### src/hdl/append_transfer_ack_tracker_macros.svh
// Assertion macros used by the append transfer tracker top level.
`ifndef APPEND_TRANSFER_ACK_TRACKER_MACROS_SVH
`define APPEND_TRANSFER_ACK_TRACKER_MACROS_SVH

// Checked only while out of reset.
`define ATAT_ASSERT(lbl, prop, msg) \
	lbl: assert property (@(posedge clk) disable iff (!arst_n) prop) else $error(msg);

// Checked at every edge, reset included.
`define ATAT_ASSERT_ALWAYS(lbl, prop, msg) \
	lbl: assert property (@(posedge clk) prop) else $error(msg);

`endif

### src/hdl/atat_pkg.sv
// Package: widths, codes and interface types of the append transfer tracker.
package atat_pkg;

	localparam int OFF_BITS      = 48;
	localparam int LINE_BITS     = 32;
	localparam int SEQ_BITS      = 63;
	localparam int OP_BITS       = 3;
	localparam int CFG_DATA_BITS = 64;
	localparam int CFG_ADDR_BITS = 6;
	localparam int REG_IDX_BITS  = 3;
	localparam int REG_IDX_LSB   = 3;

	localparam logic [OP_BITS-1:0] OP_START       = 3'd0;
	localparam logic [OP_BITS-1:0] OP_CREATE_SENT = 3'd1;
	localparam logic [OP_BITS-1:0] OP_DATA_SENT   = 3'd2;
	localparam logic [OP_BITS-1:0] OP_CREATE_RSND = 3'd3;
	localparam logic [OP_BITS-1:0] OP_DATA_RSND   = 3'd4;
	localparam logic [OP_BITS-1:0] OP_HEARTBEAT   = 3'd5;
	localparam logic [OP_BITS-1:0] OP_LOST        = 3'd6;
	localparam logic [OP_BITS-1:0] OP_CLEAR       = 3'd7;

	localparam logic [REG_IDX_BITS-1:0] REG_TASK_SEQUENCE  = 3'd0;
	localparam logic [REG_IDX_BITS-1:0] REG_START_POSITION = 3'd1;
	localparam logic [REG_IDX_BITS-1:0] REG_SOURCE_LENGTH  = 3'd2;
	localparam logic [REG_IDX_BITS-1:0] REG_ENTRY_ABSENT   = 3'd3;
	localparam logic [REG_IDX_BITS-1:0] REG_NEEDS_SYNC     = 3'd4;

	typedef struct packed {
		logic [SEQ_BITS-1:0] task_sequence;
		logic [OFF_BITS-1:0] start_position;
		logic [OFF_BITS-1:0] source_length;
		logic                entry_absent;
		logic                needs_sync;
	} cfg_t;

	typedef struct packed {
		logic [OP_BITS-1:0]   operation;
		logic [LINE_BITS-1:0] line_number;
		logic [OFF_BITS-1:0]  chunk_length;
		logic [OFF_BITS-1:0]  range_begin;
		logic [OFF_BITS-1:0]  range_finish;
		logic [SEQ_BITS-1:0]  peer_next_seq;
		logic [OFF_BITS-1:0]  peer_offset;
		logic [OFF_BITS-1:0]  peer_durable;
		logic                 lost_is_data;
		logic [SEQ_BITS-1:0]  lost_sequence;
		logic [OFF_BITS-1:0]  lost_position;
	} item_t;

	typedef struct packed {
		logic                 create_acked;
		logic                 data_acked;
		logic                 transfer_done;
		logic                 lost_match;
		logic                 in_flight;
		logic                 create_is_ready;
		logic [OFF_BITS-1:0]  acked_position;
		logic [LINE_BITS-1:0] create_line;
		logic [LINE_BITS-1:0] data_line;
	} res_t;

endpackage

### src/hdl/atat_cfg.sv
// Configuration register file with APB-style access.
module atat_cfg (
	input  logic                                clk,
	input  logic                                arst_n,
	input  logic                                psel,
	input  logic                                penable,
	input  logic                                pwrite,
	input  logic [atat_pkg::CFG_ADDR_BITS-1:0]  paddr,
	input  logic [atat_pkg::CFG_DATA_BITS-1:0]  pwdata,
	output logic [atat_pkg::CFG_DATA_BITS-1:0]  prdata,
	output logic                                pready,
	output atat_pkg::cfg_t                      cfg
);

	atat_pkg::cfg_t                       cfg_q;
	logic [atat_pkg::REG_IDX_BITS-1:0]    idx;
	logic                                 wr_en;

	assign idx    = paddr[atat_pkg::REG_IDX_LSB +: atat_pkg::REG_IDX_BITS];
	assign pready = 1'b1;
	assign wr_en  = psel && penable && pwrite && pready;
	assign cfg    = cfg_q;

	always_ff @(posedge clk or negedge arst_n) begin
		if (!arst_n) begin
			cfg_q.task_sequence  <= '0;
			cfg_q.start_position <= '0;
			cfg_q.source_length  <= '0;
			cfg_q.entry_absent   <= 1'b0;
			cfg_q.needs_sync     <= 1'b1;
		end else if (wr_en) begin
			case (idx)
				atat_pkg::REG_TASK_SEQUENCE:
					cfg_q.task_sequence <= pwdata[atat_pkg::SEQ_BITS-1:0];
				atat_pkg::REG_START_POSITION:
					cfg_q.start_position <= pwdata[atat_pkg::OFF_BITS-1:0];
				atat_pkg::REG_SOURCE_LENGTH:
					cfg_q.source_length <= pwdata[atat_pkg::OFF_BITS-1:0];
				atat_pkg::REG_ENTRY_ABSENT: cfg_q.entry_absent <= pwdata[0];
				atat_pkg::REG_NEEDS_SYNC:   cfg_q.needs_sync   <= pwdata[0];
				default: ;
			endcase
		end
	end

	always_comb begin
		prdata = '0;
		case (idx)
			atat_pkg::REG_TASK_SEQUENCE:
				prdata[atat_pkg::SEQ_BITS-1:0] = cfg_q.task_sequence;
			atat_pkg::REG_START_POSITION:
				prdata[atat_pkg::OFF_BITS-1:0] = cfg_q.start_position;
			atat_pkg::REG_SOURCE_LENGTH:
				prdata[atat_pkg::OFF_BITS-1:0] = cfg_q.source_length;
			atat_pkg::REG_ENTRY_ABSENT: prdata[0] = cfg_q.entry_absent;
			atat_pkg::REG_NEEDS_SYNC:   prdata[0] = cfg_q.needs_sync;
			default: prdata = '0;
		endcase
	end

endmodule

### src/hdl/atat_core.sv
// Transfer state registers and the per-transaction update logic.
module atat_core (
	input  logic            clk,
	input  logic            arst_n,
	input  atat_pkg::cfg_t  cfg,
	input  atat_pkg::item_t item,
	input  logic            step,
	output atat_pkg::res_t  res
);

	logic                           cpend_q, cdone_q, dpend_q, needs_q;
	logic [atat_pkg::LINE_BITS-1:0] cline_q, dline_q;
	logic [atat_pkg::OFF_BITS-1:0]  clen_q, npos_q;
	logic [atat_pkg::SEQ_BITS-1:0]  seq_q;

	logic                           cpend_d, cdone_d, dpend_d, needs_d;
	logic [atat_pkg::LINE_BITS-1:0] cline_d, dline_d;
	logic [atat_pkg::OFF_BITS-1:0]  clen_d, npos_d;
	logic [atat_pkg::SEQ_BITS-1:0]  seq_d;

	logic                           old_seq, c_ack, d_ack, done, match;
	logic [atat_pkg::OFF_BITS-1:0]  target;

	// expected sequence is seq+1 without wrap, i.e. peer_next_seq > seq
	assign old_seq = item.peer_next_seq <= seq_q;
	assign target  = npos_q + clen_q;

	always_comb begin
		cpend_d = cpend_q;
		cdone_d = cdone_q;
		dpend_d = dpend_q;
		needs_d = needs_q;
		cline_d = cline_q;
		dline_d = dline_q;
		clen_d  = clen_q;
		npos_d  = npos_q;
		seq_d   = seq_q;
		c_ack   = 1'b0;
		d_ack   = 1'b0;
		done    = 1'b0;
		match   = 1'b0;
		case (item.operation)
			atat_pkg::OP_START: begin
				needs_d = cfg.entry_absent;
				npos_d  = cfg.start_position;
				seq_d   = cfg.task_sequence;
				cdone_d = !cfg.entry_absent;
				cpend_d = 1'b0;
				dpend_d = 1'b0;
				cline_d = '0;
				dline_d = '0;
				clen_d  = '0;
			end
			atat_pkg::OP_CREATE_SENT, atat_pkg::OP_CREATE_RSND: begin
				cpend_d = 1'b1;
				cline_d = item.line_number;
			end
			atat_pkg::OP_DATA_SENT: begin
				dpend_d = 1'b1;
				dline_d = item.line_number;
				clen_d  = item.chunk_length;
			end
			atat_pkg::OP_DATA_RSND: begin
				dpend_d = 1'b1;
				dline_d = item.line_number;
				if (item.range_finish > item.range_begin) begin
					clen_d = item.range_finish - item.range_begin;
				end
			end
			atat_pkg::OP_HEARTBEAT: begin
				if (needs_q && cpend_q && !cdone_q &&
				    !(old_seq && item.peer_offset != '0)) begin
					cdone_d = 1'b1;
					c_ack   = 1'b1;
				end
				if (dpend_q && !(old_seq && item.peer_offset < target &&
				                 item.peer_durable < target)) begin
					npos_d  = target;
					dpend_d = 1'b0;
					dline_d = '0;
					clen_d  = '0;
					d_ack   = 1'b1;
				end
				if (!dpend_d && npos_d >= cfg.source_length && !old_seq) begin
					done = !cfg.needs_sync || item.peer_durable >= cfg.source_length;
				end
			end
			atat_pkg::OP_LOST: begin
				if (!item.lost_is_data) begin
					match = cpend_q && item.lost_sequence == seq_q;
				end else begin
					match = dpend_q && item.lost_sequence == seq_q &&
					        item.lost_position == npos_q;
				end
			end
			atat_pkg::OP_CLEAR: begin
				cpend_d = 1'b0;
				cdone_d = 1'b0;
				dpend_d = 1'b0;
				cline_d = '0;
				dline_d = '0;
				clen_d  = '0;
			end
			default: ;
		endcase
	end

	always_ff @(posedge clk or negedge arst_n) begin
		if (!arst_n) begin
			cpend_q <= 1'b0;
			cdone_q <= 1'b0;
			dpend_q <= 1'b0;
			needs_q <= 1'b0;
			cline_q <= '0;
			dline_q <= '0;
			clen_q  <= '0;
			npos_q  <= '0;
			seq_q   <= '0;
		end else if (step) begin
			cpend_q <= cpend_d;
			cdone_q <= cdone_d;
			dpend_q <= dpend_d;
			needs_q <= needs_d;
			cline_q <= cline_d;
			dline_q <= dline_d;
			clen_q  <= clen_d;
			npos_q  <= npos_d;
			seq_q   <= seq_d;
		end
	end

	assign res.create_acked    = c_ack;
	assign res.data_acked      = d_ack;
	assign res.transfer_done   = done;
	assign res.lost_match      = match;
	assign res.in_flight       = cpend_d || dpend_d;
	assign res.create_is_ready = cdone_d;
	assign res.acked_position  = npos_d;
	assign res.create_line     = cline_d;
	assign res.data_line       = dline_d;

endmodule

### src/hdl/append_transfer_ack_tracker.sv
// Top level: append transfer acknowledgment tracker with input and result registers.
//
// Usage:
//   Events enter on the input channel (in_valid/in_ready); each transaction
//   carries an operation code and its operand fields. Exactly one result
//   transaction leaves on the output channel (out_valid/out_ready) for
//   every event, in order.
//   out_valid rises once an accepted event has passed from the input
//   register into the result register. Throughput is one event per cycle
//   while out_ready stays high: the input register and the result register
//   form a two-stage pipeline, and the tracker state is updated as an event
//   moves from the input register into the result register.
//   When the receiver stalls, one finished result waits in the result
//   register and one more event is held in the input register; in_ready
//   drops only when both are occupied and out_ready is low.
//   Registers are written over the APB-style port (8-byte spacing, pready
//   always high); the user must write them only while no event is in
//   flight (not enforced by the block). Reset clears the tracker state and
//   both pipeline valids; the durability register resets to 1, all others to 0.
`include "append_transfer_ack_tracker_macros.svh"

module append_transfer_ack_tracker (
	input  logic                               clk,
	input  logic                               arst_n,
	input  logic                               psel,
	input  logic                               penable,
	input  logic                               pwrite,
	input  logic [atat_pkg::CFG_ADDR_BITS-1:0] paddr,
	input  logic [atat_pkg::CFG_DATA_BITS-1:0] pwdata,
	output logic [atat_pkg::CFG_DATA_BITS-1:0] prdata,
	output logic                               pready,
	input  logic                               in_valid,
	output logic                               in_ready,
	input  logic [atat_pkg::OP_BITS-1:0]       operation,
	input  logic [atat_pkg::LINE_BITS-1:0]     line_number,
	input  logic [atat_pkg::OFF_BITS-1:0]      chunk_length,
	input  logic [atat_pkg::OFF_BITS-1:0]      range_begin,
	input  logic [atat_pkg::OFF_BITS-1:0]      range_finish,
	input  logic [atat_pkg::SEQ_BITS-1:0]      peer_next_seq,
	input  logic [atat_pkg::OFF_BITS-1:0]      peer_offset,
	input  logic [atat_pkg::OFF_BITS-1:0]      peer_durable,
	input  logic                               lost_is_data,
	input  logic [atat_pkg::SEQ_BITS-1:0]      lost_sequence,
	input  logic [atat_pkg::OFF_BITS-1:0]      lost_position,
	output logic                               out_valid,
	input  logic                               out_ready,
	output logic                               create_acked,
	output logic                               data_acked,
	output logic                               transfer_done,
	output logic                               lost_match,
	output logic                               in_flight,
	output logic                               create_is_ready,
	output logic [atat_pkg::OFF_BITS-1:0]      acked_position,
	output logic [atat_pkg::LINE_BITS-1:0]     create_line,
	output logic [atat_pkg::LINE_BITS-1:0]     data_line
);

	atat_pkg::cfg_t  cfg;
	atat_pkg::item_t item_in, item_s1;
	atat_pkg::res_t  res, res_s2;
	logic            valid_s1, valid_s2, advance, in_take;

	atat_cfg u_cfg (
		.clk     (clk),
		.arst_n  (arst_n),
		.psel    (psel),
		.penable (penable),
		.pwrite  (pwrite),
		.paddr   (paddr),
		.pwdata  (pwdata),
		.prdata  (prdata),
		.pready  (pready),
		.cfg     (cfg)
	);

	assign item_in.operation     = operation;
	assign item_in.line_number   = line_number;
	assign item_in.chunk_length  = chunk_length;
	assign item_in.range_begin   = range_begin;
	assign item_in.range_finish  = range_finish;
	assign item_in.peer_next_seq = peer_next_seq;
	assign item_in.peer_offset   = peer_offset;
	assign item_in.peer_durable  = peer_durable;
	assign item_in.lost_is_data  = lost_is_data;
	assign item_in.lost_sequence = lost_sequence;
	assign item_in.lost_position = lost_position;

	assign advance  = valid_s1 && (!valid_s2 || out_ready);
	assign in_ready = !valid_s1 || !valid_s2 || out_ready;
	assign in_take  = in_valid && in_ready;

	always_ff @(posedge clk or negedge arst_n) begin
		if (!arst_n) begin
			valid_s1 <= 1'b0;
			valid_s2 <= 1'b0;
		end else begin
			if (in_take) begin
				valid_s1 <= 1'b1;
			end else if (advance) begin
				valid_s1 <= 1'b0;
			end
			if (advance) begin
				valid_s2 <= 1'b1;
			end else if (out_ready) begin
				valid_s2 <= 1'b0;
			end
		end
	end

	always_ff @(posedge clk) begin
		if (in_take) begin
			item_s1 <= item_in;
		end
		if (advance) begin
			res_s2 <= res;
		end
	end

	atat_core u_core (
		.clk    (clk),
		.arst_n (arst_n),
		.cfg    (cfg),
		.item   (item_s1),
		.step   (advance),
		.res    (res)
	);

	assign out_valid       = valid_s2;
	assign create_acked    = res_s2.create_acked;
	assign data_acked      = res_s2.data_acked;
	assign transfer_done   = res_s2.transfer_done;
	assign lost_match      = res_s2.lost_match;
	assign in_flight       = res_s2.in_flight;
	assign create_is_ready = res_s2.create_is_ready;
	assign acked_position  = res_s2.acked_position;
	assign create_line     = res_s2.create_line;
	assign data_line       = res_s2.data_line;

	`ATAT_ASSERT(a_stall_only_when_full, !in_ready |-> valid_s1 && valid_s2 && !out_ready, "in_ready low without a full pipeline")
	`ATAT_ASSERT(a_create_ack_ready, valid_s2 && res_s2.create_acked |-> res_s2.create_is_ready, "create acknowledged but not ready")
	`ATAT_ASSERT(a_data_ack_clears_line, valid_s2 && res_s2.data_acked |-> res_s2.data_line == '0, "data acknowledged with a live data line")
	`ATAT_ASSERT(a_stalled_result_holds, valid_s2 && !out_ready |=> valid_s2 && $stable(res_s2), "stalled result changed")
	`ATAT_ASSERT_ALWAYS(a_reset_empty, !arst_n |-> !valid_s1 && !valid_s2, "pipeline valid during reset")

endmodule

### config.mk
export PLATFORM = sky130hd
export DESIGN_NAME = append_transfer_ack_tracker
export DESIGN_NICKNAME = d
export VERILOG_FILES = /design/src/hdl/atat_pkg.sv /design/src/hdl/atat_cfg.sv /design/src/hdl/atat_core.sv /design/src/hdl/append_transfer_ack_tracker.sv
export VERILOG_INCLUDE_DIRS = /design/src /design/src/hdl
export SDC_FILE = /design/constraint.sdc
export NUM_CORES = 2
export LEC_CHECK = 0
export ABC_AREA = 0
export BUFFER_PORTS_ARGS = -buffer_cell sky130_fd_sc_hd__buf_4
export CAP_MARGIN = 30
export CORE_UTILIZATION = 58
export DETAILED_ROUTE_END_ITERATION = 8
export HOLD_SLACK_MARGIN = 0.15
export MAX_ROUTING_LAYER = met4
export PLACE_DENSITY = 0.81
export SLEW_MARGIN = 25
export SYNTH_ARGS = -nofsm -noshare
export SYNTH_HDL_FRONTEND = slang
export SYNTH_HIERARCHICAL = 1
export SYNTH_SLANG_ARGS = --single-unit
### constraint.sdc
create_clock -name clk -period 8.9 [get_ports clk]
set_input_delay 0.89 -clock clk [delete_from_list [all_inputs] [get_ports clk]]
set_output_delay 0.89 -clock clk [all_outputs]
set_load 0.05 [all_outputs]
==> summary.log <==
[power] share of power burned in registers 33.1%
[synthesis] top flip-flop cell by instance count after synthesis edfxtp_1
[synthesis] post-synth cell types 87
[die] initial core utilization 58.90%
[worst_setup_path] family with the most delay on the worst path compound AO/OA/AOI/OAI gates
[die] std cell rows 107
[synthesis] Synth area leaders edfxtp_1 34%, dfrtp_1 19%, ha_1 8.5%
[detailed_routing] Pre-Repair DR Iteration Count 8
[worst_setup_path] required time of the critical path 9.35 ns
[clocking] maximum level of the CTS H-tree 3
[synthesis] proportion of register bits with asynchronous set or reset after synthesis 40.71%
[timing] Worst-Margin Slew 1.148 ns
[clocking] post-CTS setup repair buffer count 0
[clocking] clock transition at the registers of the reported paths 0.07 ns
[worst_setup_path] Data arrival, critical path 8.91 ns
[timing] Post-Route Hold Slack 0.2663 ns
[synthesis] flops & latches, synth 958
[clocking] clock tree buffer depth 3
[placed_design] number of I/O port buffers 705
[detailed_routing] DR WL/cell 27.23 um
[detailed_routing] Detailed Route WL 172.2 mm
[timing] smallest setup slack after layout 0.4433 ns
[synthesis] instance count of the mapped netlist 4355
[die] die span in y 296.8 um
[global_routing] remaining global-route overflow 0
[detailed_routing] count of vias placed by the detailed router 39520
[detailed_routing] number of design-rule violations left by the first detailed-router iteration 3962
[worst_setup_path] critical path's most frequent cell a21o_1
[placed_design] Post-DP HPWL 129.8 mm
[synthesis] share of synthesized area occupied by flip-flops and latches 53.22%
[timing] upper clock frequency limit 0.1183 GHz
[synthesis] Synthesis Warnings 6
[power] largest vdd supply drop 229.9 uV
[clocking] Clock Latency Late Sink 0.71 ns
[clocking] clock root cell clkbuf_16
[timing] skew final 0.05790 ns
[worst_setup_path] combined buffer and inverter count along the critical path 2
[timing] RSZ-0062 raised after global routing no
[synthesis] area of the mapped netlist 50390 um2
[global_routing] Global Route Usage Sum 39.27%
[clocking] hold buffers post-CTS 0
[global_routing] pin count of the biggest net entering global routing 168
[placed_design] worst slack at placement 0.6562 ns
[power] Static Leak 26.96 nW
[clocking] total CTS buffers 100
[die] IO Pins 712
[power] internal power of the cells 0.01147 W
[worst_setup_path] maximum fanout encountered on the critical timing path 4
[global_routing] number of antenna violations at the first check in global routing 27
[synthesis] proportion of netlist area held by the largest area contributor 33.85%
[global_routing] via count of the first global-routing pass 38390
[min_path] class of the most critical hold timing path input pin to asynchronous set/reset pin
[timing] final-layout setup total negative slack 0 ns
[synthesis] synthesized area per cell 11.57 um2
[worst_setup_path] Worst setup EP type flip-flop
[timing] Final Max Tran Viols 0
[final_layout] NumNets Final 5938
[worst_setup_path] max incr delay on CP 0.43 ns
[detailed_routing] number of vias per cell after detailed routing 6.248
[final_layout] final standard cell area without fillers 60850 um2
[die] die outline area 88060 um2
[timing] count of final setup violators 0
[synthesis] Post-synth EDFFs 568
[global_routing] wire length of the first global-routing pass 248.2 mm
[clocking] number of gates given a new drive strength after cts 0
[worst_setup_path] master of the slowest instance on the critical path fa_1
[final_layout] share of post-route cells with drive strength above 1 25.05%
[synthesis] syn nets 5228
[power] Combinational Power Share 44.1%
[placed_design] placer's final routability congestion estimate 0.9988
[power] fraction of power spent switching nets 40.78%
[timing] final critical-path share of the clock period 95.02%
[worst_setup_path] sort of element at the start of the critical path flip-flop
[synthesis] post-synthesis cell type with the largest combined area edfxtp_1
[clocking] TritonCTS clock tree yes
[timing] time the final worst path needs with I/O delays and setup 8.457 ns
[clocking] Clock Sink Count 958
[die] core box area 85550 um2
[final_layout] share of the core filled with cells 71.13%
[timing] Slew Limit Headroom 23.49%
[flow_run] max-capacitance violation count 0
[timing] hold violation total from the final report 0
[run_status] outcome complete, no violations
[worst_setup_path] Worst Setup Path Type flip-flop to flip-flop
[detailed_routing] DRC Markers 0
[detailed_routing] number of nets with antenna violations after detailed routing 0
[die] Die Wd 296.8 um
[placed_design] placed instance area 57210 um2
[final_layout] Layout Area Growth over Synthesis 20.76%
[power] power per cell area 318.4 nW/um2
[power] Clk pwr share 22.9%
[power] net switching power of the design 0.007899 W
==> final timing paths <==
kind                                    from            endpoint  slack (ns)  depth (start not counted)
setup / recovery            u_core/npos_q[0]       transfer_done        0.44                         36
hold / removal                        arst_n  u_core/cline_q[21]        0.27                          1
setup reg to reg            u_core/npos_q[0]       transfer_done        0.44                         36
hold reg to reg            u_core/clen_q[46]   u_core/clen_q[46]        0.51                          1
max in group asynchronous             arst_n   u_core/npos_q[19]        7.08                          2
min in group clk           peer_next_seq[48]        item_s1[256]        0.36                          1
==> cell type report <==
| class | count | area, um2 |
|---|---|---|
| inverters | 312 | 1171 |
| repair buffers | 816 | 6254 |
| diodes | 28 | 70.07 |
| clock inverters | 47 | 628.1 |
| multi-input cells | 2877 | 21590 |
| well taps | 1144 | 1431 |
| flip-flops and latches | 958 | 26820 |
| clock buffers | 143 | 2889 |
| fillers | 6106 | 24700 |
==> sequential cells by signal, summed over array words and instances (netlist names), 32 cells and up <==
| signal | cells |
|---|---|
| item_s1 | 450 |
| u_cfg/cfg | 161 |
| u_core/seq_q | 63 |
| acked_position | 48 |
| u_core/clen_q | 48 |
| u_core/npos_q | 48 |
| create_line | 32 |
| data_line | 32 |
| u_core/cline_q | 32 |
| u_core/dline_q | 32 |
==> worst register-to-register path: cells and delay by family (launching register included) <==
family                     cells  cell delay, ns
xor gates and xnor gates       1            0.29
adders and majority gates      4            1.24
buffers and inverters          2            0.37
and+or+nand+nor                7            1.17
muxes                          1            0.24
DFF                            1            0.42
AOI/OAI and AO/OA             21            4.50
==> cells in the mapped netlist (23+ instances only) <==
library cell,n
a211oi_1,28
a21boi_0,37
a21o_1,138
a21oi_1,307
a221oi_1,39
a22o_1,40
a22oi_1,71
a31oi_1,48
and2_1,30
clkbuf_1,149
dfrtp_1,389
edfxtp_1,568
ha_1,344
inv_1,309
mux2_2,166
mux2_4,60
mux2i_1,83
nand2_1,279
nand2b_1,23
nand3_1,40
nand4_1,91
nor2_1,144
nor2b_1,30
nor3_1,29
nor4_1,41
o21a_1,23
o21ai_0,339
or2_2,52
xnor2_1,103
xor2_1,88
==> kinds of logic (layout without fill, tap and decap cells) <==
family	count (synthesis)	in the layout	synth area share (%)
compound gates	1202	1202	15.12
flops	958	958	53.22
simple gates	806	806	7.883
buf+inv	520	1318	4.206
fa+ha+maj	347	347	8.641
mux	329	329	7.593
xor+xnor	191	191	3.320
other cells	2	30	0.01490
==> placed cells by master (no fill, tap or decap), drive strengths merged, types with 42 or more instances in the layout <==
master / count
inv: 313
xor2: 88
nor4: 42
ha: 344
nand4: 91
clkbuf: 143
a31oi: 48
nand2: 279
a22oi: 71
mux2i: 83
xnor2: 103
dfrtp: 389
nor2: 144
mux2: 246
a21oi: 307
or2: 52
edfxtp: 568
a21o: 138
o21ai: 343
buf: 816
==> per-stage QoR <==
step	power, W	std cells
floorplan	0.01150	4355
global placement	0.01454	6105
detailed placement	0.01472	6105
CTS	0.01918	6295
global route	0.02028	6325
finish	0.01937	6325
==> power groups by stage <==
stage | clock network (W) | registers [W] | logic [W]
6_report | 0.00443 | 0.00640 | 0.00854
5_1_grt | 0.00464 | 0.00645 | 0.00918
4_1_cts | 0.00447 | 0.00636 | 0.00835
3_5_place_dp | 0 | 0.00644 | 0.00829
3_3_place_gp | 0 | 0.00641 | 0.00813
2_1_floorplan | 0 | 0.00643 | 0.00508
==> per-layer routing <==
layer | vias up | part of all wire (%) | track usage, %
li1 | 17570 | - | -
met1 | 19430 | 39 | 49.45
met2 | 2122 | 47 | 60.18
met3 | 401 | 8.9 | 8.529
met4 | 0 | 5.5 | 19.36
met5 | - | 0 | -
No activity file was read; power rests on OpenSTA's default activity.
